**config.mk**
```make
export PLATFORM = sky130hd
export DESIGN_NAME = ttcw_front
export DESIGN_NICKNAME = d
export VERILOG_FILES = /design/src/hw/rtl/ttcw_pkg.sv /design/src/hw/rtl/ttcw_front.sv
export SDC_FILE = /design/constraint.sdc
export NUM_CORES = 1
export LEC_CHECK = 0
export ABC_CLOCK_PERIOD_IN_PS = 3100
export BUFFER_PORTS_ARGS = -buffer_cell sky130_fd_sc_hd__buf_2
export CAP_MARGIN = 20
export CORE_AREA = 10 10 70 72
export CTS_BUF_LIST = sky130_fd_sc_hd__clkbuf_8
export CTS_CLUSTER_DIAMETER = 40
export DETAILED_ROUTE_END_ITERATION = 8
export DIE_AREA = 0 0 80 82
export PLACE_DENSITY = 0.78
export SYNTH_ARGS = -nofsm -noshare
export SYNTH_HDL_FRONTEND = slang
export SYNTH_SLANG_ARGS = --single-unit
```
**constraint.sdc**
```tcl
create_clock -name clk -period 3.1 [get_ports clk]
set_input_delay 0.31 -clock clk [delete_from_list [all_inputs] [get_ports clk]]
set_output_delay 0.31 -clock clk [all_outputs]
set_load 0.05 [all_outputs]
```
**src/hw/rtl/ttcw_pkg.sv**
```systemverilog
// ----------------------------------------------------------------------------
// ttcw_pkg
// Shared widths, character codes and the command word passed from the
// front end to the back end of the text terminal writer.
// ----------------------------------------------------------------------------
package ttcw_pkg;

  localparam int unsigned COLUMNS_DEFAULT = 80;
  localparam int unsigned ROWS_DEFAULT    = 25;

  localparam int unsigned CHAR_W  = 8;
  localparam int unsigned COLOR_W = 8;
  localparam int unsigned ROW_W   = 5;
  localparam int unsigned COL_W   = 7;
  localparam int unsigned CELL_W  = CHAR_W + COLOR_W;

  localparam logic [CHAR_W-1:0]  CHAR_NEWLINE   = 8'd10;
  localparam logic [CHAR_W-1:0]  CHAR_SPACE     = 8'd32;
  localparam logic [COLOR_W-1:0] COLOR_AT_RESET = 8'd78;

  localparam logic OP_PUT  = 1'b0;
  localparam logic OP_READ = 1'b1;

  // command queue depth, a power of two
  localparam int unsigned CMDQ_DEPTH = 2;

  typedef logic [1:0] kind_t;
  localparam kind_t KIND_CHAR     = 2'd0;
  localparam kind_t KIND_NEWLINE  = 2'd1;
  localparam kind_t KIND_READ     = 2'd2;
  localparam kind_t KIND_READ_OOR = 2'd3;

  typedef struct packed {
    kind_t             kind;
    logic [CHAR_W-1:0] char_code;
    logic [ROW_W-1:0]  row;
    logic [COL_W-1:0]  col;
  } cmd_t;

endpackage

```
**src/hw/rtl/ttcw_front.sv**
```systemverilog
// ----------------------------------------------------------------------------
// ttcw_front
// Accepts input words, classifies them (character, newline, read, read
// outside the screen) and holds them in a short command queue.
// ----------------------------------------------------------------------------
module ttcw_front #(
  parameter int unsigned COLUMNS = ttcw_pkg::COLUMNS_DEFAULT,
  parameter int unsigned ROWS    = ttcw_pkg::ROWS_DEFAULT
) (
  input  logic                        clk,
  input  logic                        rst_n,
  input  logic                        push,
  output logic                        full,
  input  logic                        in_operation,
  input  logic [ttcw_pkg::CHAR_W-1:0] in_char_code,
  input  logic [ttcw_pkg::ROW_W-1:0]  in_read_row,
  input  logic [ttcw_pkg::COL_W-1:0]  in_read_col,
  input  logic                        clearing,
  output logic                        q_valid,
  output ttcw_pkg::cmd_t              q_cmd,
  input  logic                        q_pop
);

  localparam int unsigned DEPTH = ttcw_pkg::CMDQ_DEPTH;
  localparam int unsigned PW    = (DEPTH > 1) ? $clog2(DEPTH) : 1;
  localparam int unsigned CNTW  = $clog2(DEPTH + 1);

  ttcw_pkg::cmd_t  entry_r [DEPTH];
  logic [PW-1:0]   wr_ptr_r, wr_ptr_nxt;
  logic [PW-1:0]   rd_ptr_r, rd_ptr_nxt;
  logic [CNTW-1:0] count_r, count_nxt;
  ttcw_pkg::cmd_t  cmd_in;
  logic            accept;
  logic            do_pop;

  always_comb begin
    cmd_in.char_code = in_char_code;
    cmd_in.row       = in_read_row;
    cmd_in.col       = in_read_col;
    if (in_operation == ttcw_pkg::OP_READ) begin
      if ((32'(in_read_row) < ROWS) && (32'(in_read_col) < COLUMNS)) begin
        cmd_in.kind = ttcw_pkg::KIND_READ;
      end else begin
        cmd_in.kind = ttcw_pkg::KIND_READ_OOR;
      end
    end else if (in_char_code == ttcw_pkg::CHAR_NEWLINE) begin
      cmd_in.kind = ttcw_pkg::KIND_NEWLINE;
    end else begin
      cmd_in.kind = ttcw_pkg::KIND_CHAR;
    end
  end

  assign full    = (count_r == CNTW'(DEPTH)) || clearing;
  assign accept  = push && !full;
  assign q_valid = (count_r != '0);
  assign do_pop  = q_pop && q_valid;
  assign q_cmd   = entry_r[rd_ptr_r];

  always_comb begin
    wr_ptr_nxt = wr_ptr_r;
    rd_ptr_nxt = rd_ptr_r;
    count_nxt  = count_r;
    if (accept) begin
      wr_ptr_nxt = wr_ptr_r + 1'b1;
    end
    if (do_pop) begin
      rd_ptr_nxt = rd_ptr_r + 1'b1;
    end
    if (accept && !do_pop) begin
      count_nxt = count_r + 1'b1;
    end else if (!accept && do_pop) begin
      count_nxt = count_r - 1'b1;
    end
  end

  always_ff @(posedge clk) begin
    if (!rst_n) begin
      wr_ptr_r <= '0;
      rd_ptr_r <= '0;
      count_r  <= '0;
    end else begin
      wr_ptr_r <= wr_ptr_nxt;
      rd_ptr_r <= rd_ptr_nxt;
      count_r  <= count_nxt;
    end
  end

  always_ff @(posedge clk) begin
    if (accept) begin
      entry_r[wr_ptr_r] <= cmd_in;
    end
  end

  a_count_bound: assert property (@(posedge clk) disable iff (!rst_n)
    count_r <= CNTW'(DEPTH))
    else $error("command queue overfilled");

  a_no_accept_clearing: assert property (@(posedge clk) disable iff (!rst_n)
    clearing |=> (count_r == $past(count_r)) || ($past(count_r) != '0))
    else $error("word taken during clearing pass");

  a_count_step: assert property (@(posedge clk) disable iff (!rst_n)
    (push && !full && !(q_pop && q_valid)) |=> count_r == $past(count_r) + 1'b1)
    else $error("queue count did not follow accepted word");

endmodule

```
======== Yosys cells after proc, flatten, opt, wreduce, memory -nomap -nowiden ========
Memory sizes are Yosys's and may differ from the RTL's. A register that Yosys moved wholly into a read port is not among the register bits.
Cells that the tools add are included.
storage, ports and cells
  memories ................................ 1
  output and inout port bits .............. 24
  bits of input ports ..................... 26
  logic and storage cells ................. 32
  register bits after elaboration ......... 4
  RAM bits ................................ 44
memory list
  name     words  bits a word  read ports  clocked after memory_dff  wr ports  RTL line          source
  entry_r  2      22           1           1                         1         ttcw_front.sv:28  ttcw_pkg::cmd_t entry_r [DEPTH];
operators by class
  eq/ne operators ......................... 2
  add/subtract/negate cells ............... 4
  mux-type cells .......................... 9
  $lt $le $gt $ge ......................... 2
  reductions and logical operators ........ 11
operators by type and width
  cell                                               number
  == test 8 x 4 -> 1 bit (second input constant)     1
  < comparator 7 bit (second input constant)         1
  two-way mux 1 bit                                  6
  two-way mux 2 bit                                  3
  logical AND 1 bit                                  5
  < comparator 5 bit (second input constant)         1
  nonzero test 2 bit                                 2
  logical NOT 1 bit                                  3
  adder 1 bit (second input constant)                2
  adder 2 x 1 -> 2 bit (second input constant)       1
  == test 2 bit (second input constant)              1
  subtractor 2 x 1 -> 2 bit (second input constant)  1
  logical OR 1 bit                                   1

======== Longest topological paths before layout ========
Gate-level depths: netlist (run 1).
  word-level depth ........................ 8
  depth in mapped cells ................... 6
  mapped depth without buffers ............ 6

======== Worst setup path after synthesis (run 1) ========
No wires, ideal clock.
  path type ............................... register to register
  from .................................... reg count_r[0]
  to ...................................... mem entry_r[0][0] in the netlist's numbering, enable pin
  buffers on the path ..................... 0
  period minus slack after synthesis ...... 2179 ps
  setup time .............................. 403 ps
  arrival ................................. 1776 ps
  data required time ...................... 2697 ps
  slack ................................... 921 ps
  stages on the path, launching flop included .. 4
  path through ............................ dfxtp_1 > nor2b_1 > nor3b_2 > nor2b_1
between the ends
  word-level cells in the longest chain between the ends .. 6
RTL lines
  item                                     RTL line          source
  start, declared                          ttcw_front.sv:31  logic [CNTW-1:0] count_r, count_nxt;
  start signal, assigned                   ttcw_front.sv:84  count_r <= count_nxt;
  == test 2 bit                            ttcw_front.sv:53  assign full = (count_r == CNTW'(DEPTH)) || clearing;
  logical OR 1 bit                         ttcw_front.sv:53
  logical NOT 1 bit                        ttcw_front.sv:54  assign accept = push && !full;
  logical AND 1 bit                        ttcw_front.sv:54
  named net accept                         ttcw_front.sv:33  logic accept;
  two-way mux 1 bit                        ttcw_front.sv:89  if (accept) begin
  two-way mux 1 bit (implied by the code)  ttcw_front.sv:90  entry_r[wr_ptr_r] <= cmd_in;
  end, declared                            ttcw_front.sv:28
The timed path passes the listed nets, and every way through them passes these cells.

==> impl_metrics.json, run 1 <==
{
  "syn_area_um2": 1866,
  "worst_hold_slack_ns": 0.2048,
  "clock-sinks": 49,
  "cp.depth": 2,
  "finalSetupViolCount": 0,
  "cellLeakagePower_nw": 0.8422,
  "pin_count_of_the_biggest_net_entering_global_routing": 23,
  "ys_top_cells_by_area": "edfxtp_1 (71%), mux2_2 (13%), dfxtp_1 (5.4%), and2_1 (1.3%), xnor2_1 (0.94%)",
  "worstHoldPathType": "input port to flip-flop",
  "dpl_worst_slack_ns": 1.086,
  "detailroute.via_count": 1032,
  "transition_time_at_the_pin_with_the_least_slew_margin_ns": 0.9251,
  "r2r_start": "count_r[0]",
  "slew_headroom_pct": 38.24,
  "grt_use_total_pct": 10.99,
  "synth_warnings": 0,
  "finish.net_count": 182,
  "final.period_utilization_pct": 70.50,
  "gp_congestion": 0.7686,
  "root_buffer": "clkbuf_8",
  "global_route.overflow_total": 0,
  "drc": 0,
  "maxSlewViolCount": 0,
  "synth_fp_nets": 126,
  "wire_length_of_the_first_global_routing_pass_mm": 5.451,
  "max_cap_viol_count": 0,
  "fin_tns_setup_ns": 0,
  "cellPowerDensity_nw_per_um2": 844.0,
  "instances_no_fill": 204,
  "critical_path_required_ns": 2.79,
  "final_antenna_violating_net_count": 0,
  "fin_skew_ns": 0.006000,
  "cts_made_buffers": 5,
  "grt_antenna_before_repair": 0,
  "areaGrowthSynthToFinish_pct": 21.13,
  "dr.first_iter.drc_count": 54,
  "yosys.area.top_type_share_pct": 70.82,
  "timing.critical_path.max_delay_family": "flip-flops",
  "timing.critical_path.to": "q_cmd[21]",
  "hold_buffers": 0,
  "ys_top_cells_by_count": "edfxtp_1 (44), mux2_2 (22), dfxtp_1 (5), and2_1 (4)",
  "clk_latency_ns": 0.29,
  "cts-resized-gates": 0,
  "placed_cells_incl_taps": 196,
  "rows": 22,
  "post-route-cell-area_um2": 2260,
  "synth-edff-count": 44,
  "worst_setup_path_end_kind": "output port",
  "rsz0062_at_grt": "false",
  "most_common_cell_in_the_netlist": "edfxtp_1",
  "maximum_net_fanout_on_the_critical_path": 22,
  "htreeDepth": 2,
  "core_area_um2": 3578,
  "r2r_setup_slack_ns": 1.11,
  "drt_wl_total_mm": 3.505,
  "clockBufferDepth": 2,
  "final_hold_viol_count": 0,
  "clock_tree_from_tritoncts": "yes",
  "postCtsSetupRepairBufs": 0,
  "worst_path_max_delay_cell": "dfxtp_1",
  "floorplan.die.width_um": 80,
  "cp_data_arrival_time_ns": 1.88,
  "finalWorstSetupSlack_ns": 0.9145,
  "setup.worst_path.class": "flip-flop to output port",
  "synth_top_area_cell": "edfxtp_1",
  "numPortBuffers": 49,
  "detailed_place.area_um2": 2178,
  "r2r.worst_path.cells": 4,
  "synth-seq-area-share_pct": 76.19,
  "initial_utilization_pct": 52.13,
  "die_h_um": 82,
  "crit_path_max_cell_delay_ns": 0.94,
  "r2r_end": "entry_r[0][14]",
  "netlist_instances": 99,
  "synth-main-ff-cell": "edfxtp_1",
  "cp_num_buf_inv": 1,
  "fp.dieArea_um2": 6560,
  "drt_pass1_iterations": 4,
  "vdd_ir_drop_max_mv": 0.4569,
  "yosys.cell_types.count": 23,
  "path_clk_slew_ns": 0.08,
  "fmax_ghz": 0.4576,
  "io_pins": 50,
  "viasPerCell": 5.059,
  "wl_per_cell_um": 17.18,
  "crit_chain": "mux2_2 > buf_2",
  "synth.ff_latch_count": 49,
  "status": "complete, no violations",
  "timing.final.crit_period_ns": 2.185,
  "postSynth.asyncResetShare_pct": 0,
  "first_global_vias": 1183,
  "antenna_cells_inserted": 0,
  "proportion_of_layout_cells_with_a_drive_suffix_above_1_pct": 53.21,
  "timing.critical_path.from_type": "flip-flop",
  "syn_area_per_cell_um2": 18.84
}
-- worst min path at each step --
stage,from,to,slack [ns],cells past startpoint
6_report,in_read_col[2],entry_r[1][2],0.20,1
5_1_grt,in_read_col[2],entry_r[1][2],0.19,1
4_1_cts,in_read_col[2],entry_r[1][2],0.20,1
3_5_place_dp,wr_ptr_r,wr_ptr_r,0.50,2
3_3_place_gp,wr_ptr_r,wr_ptr_r,0.47,2
2_1_floorplan,in_read_col[0],entry_r[0][0],0.41,0
-- cell type report --
| cell class | instances | area, um2 |
|---|---|---|
| flip-flops and latches | 49 | 1421 |
| multi-input cells | 48 | 436.7 |
| fillers | 288 | 1319 |
| clock buffers | 5 | 68.82 |
| repair buffers | 51 | 260.3 |
| well taps | 48 | 60.06 |
| clock inverters | 3 | 12.51 |
-- cells by family after synthesis --
kind of cell / count (synthesis) / synth area share [%]
AOI/OAI and AO/OA: 7 / 2.280
DFF: 49 / 76.19
and+or+nand+nor: 14 / 5.097
muxes: 23 / 13.82
adders and majority gates: 1 / 0.6706
xor gates and xnor gates: 3 / 1.409
buffers and inverters: 2 / 0.5366
-- layout by cell type, fill, tap and decap left out, drive strengths merged --
| cell type | synthesis | final |
|---|---|---|
| nor2b | 2 | 2 |
| a21boi | 1 | 1 |
| or3 | 1 | 1 |
| nand2b | 1 | 1 |
| and2 | 4 | 4 |
| nor3b | 1 | 1 |
| clkinv | 0 | 3 |
| nor4 | 1 | 1 |
| xor2 | 1 | 1 |
| clkbuf | 0 | 5 |
| a21oi | 1 | 1 |
| ha | 1 | 1 |
| edfxtp | 44 | 44 |
| or2 | 2 | 2 |
| o311ai | 1 | 1 |
| o21ai | 3 | 3 |
| xnor2 | 2 | 2 |
| mux2i | 1 | 1 |
| nor4bb | 1 | 1 |
| a31oi | 1 | 1 |
| buf | 2 | 51 |
| mux2 | 22 | 22 |
| dfxtp | 5 | 5 |
| nand2 | 1 | 1 |
-- worst reg2reg max path, cell delays in order (launching register included) --
cell	delay, ns
dfxtp_1	0.43
nor2b_1	0.10
nor3b_2	0.30
nor2b_2	0.54
buf_4	0.32
-- metrics by stage --
step                      util, %  total power [mW]
after floorplan                 -             1.430
after global placement      60.87             1.569
after detailed placement    60.87             1.591
after CTS                   63.15             1.931
after global routing        63.15             2.002
final                       63.15             1.907
-- where the power goes --
group	leakage, nW	internal [mW]	switching [mW]	total, mW
clock	0.0430	0.152	0.188	0.340
sequential	0.445	0.795	0.0690	0.864
combinational	0.355	0.227	0.476	0.703
-- metal layers --
layer	routed length (um)	GRT usage (%)	part of all wire (%)	vias to the layer above
met1	1283	10.06	37	499
met2	1858	19.82	53	34
met3	319	6.114	9.1	4
met4	42	4.401	1.2	0
met5	0	0	0	-
li1	-	-	-	495
-- state kept, by name (all words and copies together), names as in the netlist, named ones only --
register	flops
entry_r	44
rd_ptr_r	1
wr_ptr_r	1
count_r	2
No activity file was read; power rests on OpenSTA's default activity.
==> run 2, diff against run 1 <==
--- a/config.mk
+++ b/config.mk
@@ -5,7 +5,7 @@
 export SDC_FILE = /design/constraint.sdc
 export NUM_CORES = 1
 export LEC_CHECK = 0
-export ABC_CLOCK_PERIOD_IN_PS = 3100
+export ABC_CLOCK_PERIOD_IN_PS = 2200
 export BUFFER_PORTS_ARGS = -buffer_cell sky130_fd_sc_hd__buf_2
 export CAP_MARGIN = 20
 export CORE_AREA = 10 10 70 72
==> constraint.sdc (replaced) <==
create_clock -name clk -period 2.2 [get_ports clk]
set_input_delay 0.22 -clock clk [delete_from_list [all_inputs] [get_ports clk]]
set_output_delay 0.22 -clock clk [all_outputs]
set_load 0.05 [all_outputs]
==> impl_metrics.json, run 2 (same netlist as run 1, synthesis figures left out) <==
{
  "worstHoldPathType": "input port to flip-flop",
  "internal_power_consumption_mw": 1.777,
  "mostFrequentLayoutCell": "buf_2",
  "place.detailed.hpwl_mm": 2.526,
  "timing.critical_path.max_delay_family": "buffers and inverters",
  "vdd_ir_drop_max_mv": 0.6639,
  "global_route.overflow_total": 0,
  "cts_made_buffers": 5,
  "fin_skew_ns": 0.007059,
  "clockBufferDepth": 2,
  "cp_num_buf_inv": 2,
  "dr.first_iter.drc_count": 55,
  "finalSetupViolCount": 0,
  "multiInputGateArea_um2": 436.7,
  "first_global_vias": 1137,
  "drc": 0,
  "power.clock.fraction_pct": 21.2,
  "detailroute.via_count": 1039,
  "cellPowerDensity_nw_per_um2": 1226,
  "top_register": "entry_r",
  "cellLeakagePower_nw": 0.8615,
  "instances_no_fill": 205,
  "path_clk_slew_ns": 0.09,
  "timing.critical_path.from_type": "flip-flop",
  "max_cap_viol_count": 0,
  "placed_cells_incl_taps": 197,
  "drt_pass1_iterations": 4,
  "slew_headroom_pct": 73.97,
  "gp_congestion": 0.7849,
  "final_cell_mix": "buf_2 (49), edfxtp_1 (44), mux2_2 (22)",
  "p_sw_share_pct": 36.76,
  "largest_register_ffs": 44,
  "worst_setup_path_end_kind": "output port",
  "htreeDepth": 2,
  "crit_chain": "buf_4 > mux2_2 > buf_2",
  "fp.dieArea_um2": 6560,
  "final_hold_viol_count": 0,
  "combinationalPowerShare_pct": 37.5,
  "maximum_net_fanout_on_the_critical_path": 22,
  "cts-resized-gates": 0,
  "layout.area.seq_um2": 1421,
  "final_antenna_violating_net_count": 0,
  "hold_buffers": 0,
  "sequentialPowerShare_pct": 41.3,
  "drt_wl_total_mm": 3.420,
  "grt_use_total_pct": 10.68,
  "timing.final.crit_period_ns": 1.730,
  "clock-sinks": 49,
  "numPortBuffers": 49,
  "postCtsSetupRepairBufs": 0,
  "fin_tns_setup_ns": 0,
  "cp_data_arrival_time_ns": 1.51,
  "io_pins": 50,
  "grt_antenna_before_repair": 0,
  "proportion_of_layout_cells_with_a_drive_suffix_above_1_pct": 53.50,
  "final.period_utilization_pct": 78.64,
  "clock_tree_from_tritoncts": "yes",
  "finish.net_count": 183,
  "floorplan.die.width_um": 80,
  "die_h_um": 82,
  "clk_latency_ns": 0.29,
  "viasPerCell": 5.068,
  "worst_path_max_delay_cell": "mux2_2",
  "areaGrowthSynthToFinish_pct": 22.87,
  "wl_per_cell_um": 16.68,
  "rows": 22,
  "layout.filler_cells": 264,
  "setup.worst_path.class": "flip-flop to output port",
  "critical_path_required_ns": 1.98,
  "transition_time_at_the_pin_with_the_least_slew_margin_ns": 0.3856,
  "core_area_um2": 3578,
  "wire_length_of_the_first_global_routing_pass_mm": 5.416,
  "fmax_ghz": 0.5780,
  "rsz0062_at_grt": "false",
  "initial_utilization_pct": 52.13,
  "maxSlewViolCount": 0,
  "net_switching_power_of_the_design_mw": 1.033,
  "largest_registers": "entry_r: 44 flops, count_r: 2 flops",
  "antenna_cells_inserted": 0,
  "pin_count_of_the_biggest_net_entering_global_routing": 23,
  "status": "complete, no violations",
  "crit_path_max_cell_delay_ns": 0.39,
  "finalPower_mw": 2.811,
  "root_buffer": "clkbuf_8"
}
[run 2: cell count changes in the layout (fill, tap and decap cells not counted)]
cell and delta:
buf_4 +1, bufinv_16 +1, inv_1 +1, clkinv_2 -1, clkinv_1 -1
[run 2: stage by stage]
step	instance area, um2	worst slack [ns]	hold slack (ns)	util [%]
3_5_place_dp	2186	0.5323	0.4172	61.08
3_3_place_gp	2186	0.6396	0.4092	61.08
5_1_grt	2292	0.3409	0.09919	64.06
4_1_cts	2292	0.4608	0.1075	64.06
2_1_floorplan	1866	0.02054	0.3189	-
6_report	2292	0.4699	0.1125	64.06
[run 2: final timing paths]
check | slack, ns | cells after the start | endpoint | startpoint
setup / recovery | 0.47 | 3 | q_cmd[7] | flip-flop
hold / removal | 0.11 | 1 | entry_r[0][2] | in_read_col[2]
setup reg to reg | 0.50 | 5 | count_r[1] | count_r[0]
hold reg to reg | 0.51 | 2 | count_r[1] | count_r[1]
[run 2: worst register-to-register path: stages (launching register included)]
cell and delay, ns:
dfxtp_1 0.42, nor2b_1 0.09, nor3b_2 0.31, ha_1 0.32, or3_1 0.36, a21boi_1 0.14
[run 2: cell type report]
| class | instances | share of cell area [%] |
|---|---|---|
| Multi-Input combinational cell | 48 | 19.05 |
| Sequential cell | 49 | 62.01 |
| Clock buffer | 5 | 3.002 |
| Clock inverter | 3 | 1.638 |
| Timing Repair Buffer | 52 | 11.68 |
| Tap cell | 48 | 2.620 |
[run 2: power by group through the flow]
stage | Combinational, mW | Clock [mW] | Sequential [mW]
global placement | 1.05 | 0 | 1.17
detailed placement | 1.06 | 0 | 1.18
CTS | 1.07 | 0.605 | 1.16
global route | 1.12 | 0.649 | 1.18
floorplan | 0.838 | 0 | 1.18
finish | 1.05 | 0.596 | 1.16
[run 2: per-layer routing]
layer	global-route usage (%)	vias to the layer above	wire [um]	share of wire, %
li1	-	496	-	-
met1	11.37	512	1304	38
met2	18.06	29	1822	53
met3	5.677	2	284	8.3
met4	3.169	0	8	0.23
met5	0	-	0	0
